--- config.mk ---
export PLATFORM = sky130hd
export DESIGN_NAME = nnua_weight_mem
export DESIGN_NICKNAME = d
export VERILOG_FILES = /design/src/design/nnua_pkg.sv /design/src/design/nnua_weight_mem.sv
export SDC_FILE = /design/constraint.sdc
export NUM_CORES = 1
export LEC_CHECK = 0
export BUFFER_PORTS_ARGS = -buffer_cell sky130_fd_sc_hd__buf_2
export CAP_MARGIN = 40
export CELL_PAD_IN_SITES_DETAIL_PLACEMENT = 1
export CELL_PAD_IN_SITES_GLOBAL_PLACEMENT = 2
export CORE_ASPECT_RATIO = 1.2
export CORE_MARGIN = 2
export CORE_UTILIZATION = 43
export DETAILED_ROUTE_END_ITERATION = 10
export PLACE_DENSITY_LB_ADDON = 0.1
export SLEW_MARGIN = 30
export SYNTH_ARGS = -nofsm -noshare
export SYNTH_HDL_FRONTEND = slang
export SYNTH_SLANG_ARGS = --single-unit
--- constraint.sdc ---
create_clock -name clk_i -period 2.8 [get_ports clk_i]
set_input_delay 0.14 -clock clk_i [delete_from_list [all_inputs] [get_ports clk_i]]
set_output_delay 0.14 -clock clk_i [all_outputs]
set_load 0.02 [all_outputs]
--- src/design/nnua_pkg.sv ---
// Shared constants, command codes and defaults of the NNUE accumulator.
// No dependencies; every other file of the block refers to it.
package nnua_pkg;

  // Board geometry and memory word layout.
  localparam int SQUARES = 64;
  localparam int LANES = 8;
  localparam int LANE_BITS = 3;
  localparam int SUM_WIDTH = 32;

  // Defaults of the top level parameters.
  localparam int HIDDEN_SIZE_DEF = 256;
  localparam int PIECE_TYPES_DEF = 6;
  localparam int WEIGHT_WIDTH_DEF = 16;

  // Field widths of the command channel.
  localparam int CMD_W = 3;
  localparam int PIECE_W = 3;
  localparam int SQ_W = 6;
  localparam int LANE_W = 8;
  localparam int WVAL_W = 16;

  // Command codes.
  localparam logic [CMD_W-1:0] CMD_CLEAR = 3'd0;
  localparam logic [CMD_W-1:0] CMD_WRITE = 3'd1;
  localparam logic [CMD_W-1:0] CMD_ADD = 3'd2;
  localparam logic [CMD_W-1:0] CMD_REMOVE = 3'd3;
  localparam logic [CMD_W-1:0] CMD_MOVE = 3'd4;
  localparam logic [CMD_W-1:0] CMD_READ = 3'd5;

endpackage

--- src/design/nnua_weight_mem.sv ---
// Weight memory: one bank per lane of a word, one write and two read ports.
// Depends on nnua_pkg for the lane count.
module nnua_weight_mem #(
  parameter int DEPTH = 2,
  parameter int WEIGHT_WIDTH = 16,
  parameter int AW = (DEPTH > 1) ? $clog2(DEPTH) : 1
) (
  input  logic                                              clk_i,
  input  logic                                              wr_en_i,
  input  logic [nnua_pkg::LANE_BITS-1:0]                    wr_bank_i,
  input  logic [AW-1:0]                                     wr_addr_i,
  input  logic [WEIGHT_WIDTH-1:0]                           wr_data_i,
  input  logic                                              rd_en_i,
  input  logic [AW-1:0]                                     rd_addr_a_i,
  input  logic [AW-1:0]                                     rd_addr_b_i,
  output logic [nnua_pkg::LANES-1:0][WEIGHT_WIDTH-1:0]      rd_data_a_o,
  output logic [nnua_pkg::LANES-1:0][WEIGHT_WIDTH-1:0]      rd_data_b_o
);

  for (genvar b = 0; b < nnua_pkg::LANES; b++) begin : g_bank
    logic [WEIGHT_WIDTH-1:0] mem [DEPTH];

    always_ff @(posedge clk_i) begin
      if (wr_en_i && (wr_bank_i == nnua_pkg::LANE_BITS'(b))) begin
        mem[wr_addr_i] <= wr_data_i;
      end
      if (rd_en_i) begin
        rd_data_a_o[b] <= mem[rd_addr_a_i];
        rd_data_b_o[b] <= mem[rd_addr_b_i];
      end
    end
  end

endmodule

==> flow_summary.toml <==
[detailed_routing]
ant_nets = 0
via_count = 8853
wire_per_inst_um = 24.8
drtIter0Drc = 597
drt_pre_antenna_iters = 4
vias_per_cell = 5.06
wl_um = 43400
route.detailed.drc = 0

[outcome]
outcome = "complete, no violations"

[setup_path]
crit_type = "reg2out"
start_kind = "flip-flop"
cp-end-kind = "primary output"
crit_chain = "buf_2"
arrival_ns = 1.18
critPathTopFamily = "flip-flops"
cpMaxStageDelayCell = "edfxtp_1"
crit_path_max_fanout = 1
timing.critical_path.buf_inv = 1
max_stage_delay_ns = 0.43
required_ns = 2.66

[floorplan]
io_pins = 281
start_util = 0.437
fp-row-count = 83
dieArea_sq_mm = 0.0453
core_area_sq_mm = 0.0429
die_x_um = 195
die-height_um = 233

[layout]
fin_util = 0.522
syn2layout_area_growth_pct = 19.4
design_area_sq_mm = 0.0224
fillers = 3875
fin_nets = 1181
drive_gt1_frac = 0.538

[timing]
holdWs_ns = 0.0284
slew_viol_final = 0
rsz0062_at_grt = "false"
timing.max_slew.rel_slack = 0.542
fin_crit_ns = 1.32
hold_viol = 0
max_freq_ghz = 0.756
skew_ns = 0.0102
tightest_slew_ns = 0.687
setup_violations = 0
final.period_utilization = 0.472
setup_total_negative_slack_ns = 0

[power_and_ir_drop]
power.density_mw_per_mm2 = 719
switching_share = 0.217
p_leak_nw = 7.89
peakVddDrop_mv = 0.499
clockPowerShare = 0.389
p_sw_mw = 3.49
combPwrFrac = 0.062
power_frac_seq = 0.549
p_int_mw = 12.6

[synthesis]
ys_ff_latch = 512
postSynth.asyncResetShare = 0
synth_nets = 848
synth_common_cells = "512 x edfxtp_1, 256 x mux2_2, 16 x clkbuf_8, 12 x buf_6, 8 x nor3_1"
syn_avg_cell_area_sq_um = 22.8
syn-instance-count = 823
synth_area_sq_mm = 0.0187
synthMostInstantiatedCell = "edfxtp_1"
seq_area_frac_synth = 0.820
synthFlopType = "edfxtp_1"
synth_top_area_frac = 0.820
ys_types = 13
synth.area.top_cells = "edfxtp_1 82%, mux2_2 15%, clkbuf_8 1.2%"
yosysWarnings = 0
synth-edff-count = 512
yosys.area.top_type = "edfxtp_1"

[clock_network]
numCtsBuffers = 50
cts_tree = "yes"
clock_path_buffers = 3
path_clk_slew_ns = 0.06
post_cts_resized = 0
clk-insertion-delay-late_ns = 0.56
h-tree-depth = 2
ctsHoldBuffers = 0
cts_num_sinks = 512
post_cts_buffers = 0
clock_tree.root_cell = "clkbuf_16"

[placed_design]
place_hpwl_um = 26300
placed_cell_area_sq_mm = 0.0209
gp_congestion = 0.735
portBuffers = 280

[grt]
grt_overflow = 0
grt_pass1_vias = 9353
grt_usage = 0.192
antenna_found_initial = 8
grt_start_max_net_pins = 73
grt_pass1_wl_um = 62600

[job]
maxCapViolCount = 0

[min_path]
worst_hold_path_type = "in2reg"
worst paths after layout:
kind,startpoint,to,slack [ns],cells past startpoint
max,rd_data_b_o[65],rd_data_b_o[65],1.48,1
min reg2reg,g_bank[3].mem[1][15],rd_data_a_o[63],0.57,1
min,wr_data_i[15],g_bank[7].mem[0][15],0.03,1
max reg2reg,g_bank[0].mem[0][14],rd_data_b_o[14],1.86,1
power by group through the flow:
stage	registers (mW)	logic (mW)	clock network, mW
global placement	8.99	1.02	0
floorplan	9.21	0.318	0
global route	8.86	1.07	6.68
finish	8.83	1.01	6.26
CTS	8.84	1.03	6.41
detailed placement	9.00	1.03	0
layer usage:
layer | vias to the layer above | global-route usage | share of wire
met5 | - | 0 | 0.0012
met4 | 8 | 0.0507 | 0.020
met3 | 59 | 0.0500 | 0.074
met2 | 246 | 0.333 | 0.52
met1 | 4579 | 0.240 | 0.39
li1 | 3961 | - | -
cell usage in the layout, fill, tap and decap left out, types with 6 or more instances in the layout:
cell,n
edfxtp_1,512
buf_2,277
mux2_2,256
clkbuf_1,16
clkinv_1,14
buf_4,25
clkbuf_16,53
nor3_2,8
buf_12,6
clkinv_2,6
area by class of cell:
| class | count | area (sq um) | area share |
|---|---|---|---|
| Clock buffer | 69 | 1390 | 0.0619 |
| Antenna cell | 1 | 2.50 | 0.000112 |
| Clock inverter | 22 | 121 | 0.00542 |
| Timing Repair Buffer | 311 | 1730 | 0.0774 |
| Sequential cell | 512 | 15400 | 0.687 |
| Tap cell | 552 | 691 | 0.0309 |
| Multi-Input combinational cell | 281 | 3070 | 0.137 |
kinds of logic (layout without fill, tap and decap cells):
| logic type | after synthesis | after routing | synth area share |
|---|---|---|---|
| AND/OR/NAND/NOR | 25 | 25 | 0.00674 |
| buffers and inverters | 30 | 402 | 0.0195 |
| other | 0 | 1 | 0 |
| flip-flops | 512 | 512 | 0.820 |
| multiplexers | 256 | 256 | 0.154 |
sequential cells by signal (all words and copies together), names as in the netlist:
name,cells
rd_data_b_o,128
g_bank.mem,256
rd_data_a_o,128
stage by stage:
step	std cells	total power, mW	setup WS (ns)
CTS	1747	16.3	1.44
global placement	1656	10.0	1.11
finish	1748	16.1	1.48
detailed placement	1656	10.0	1.09
global route	1748	16.6	1.44
floorplan	823	9.53	0.412
(Power assumes the default switching activity.)
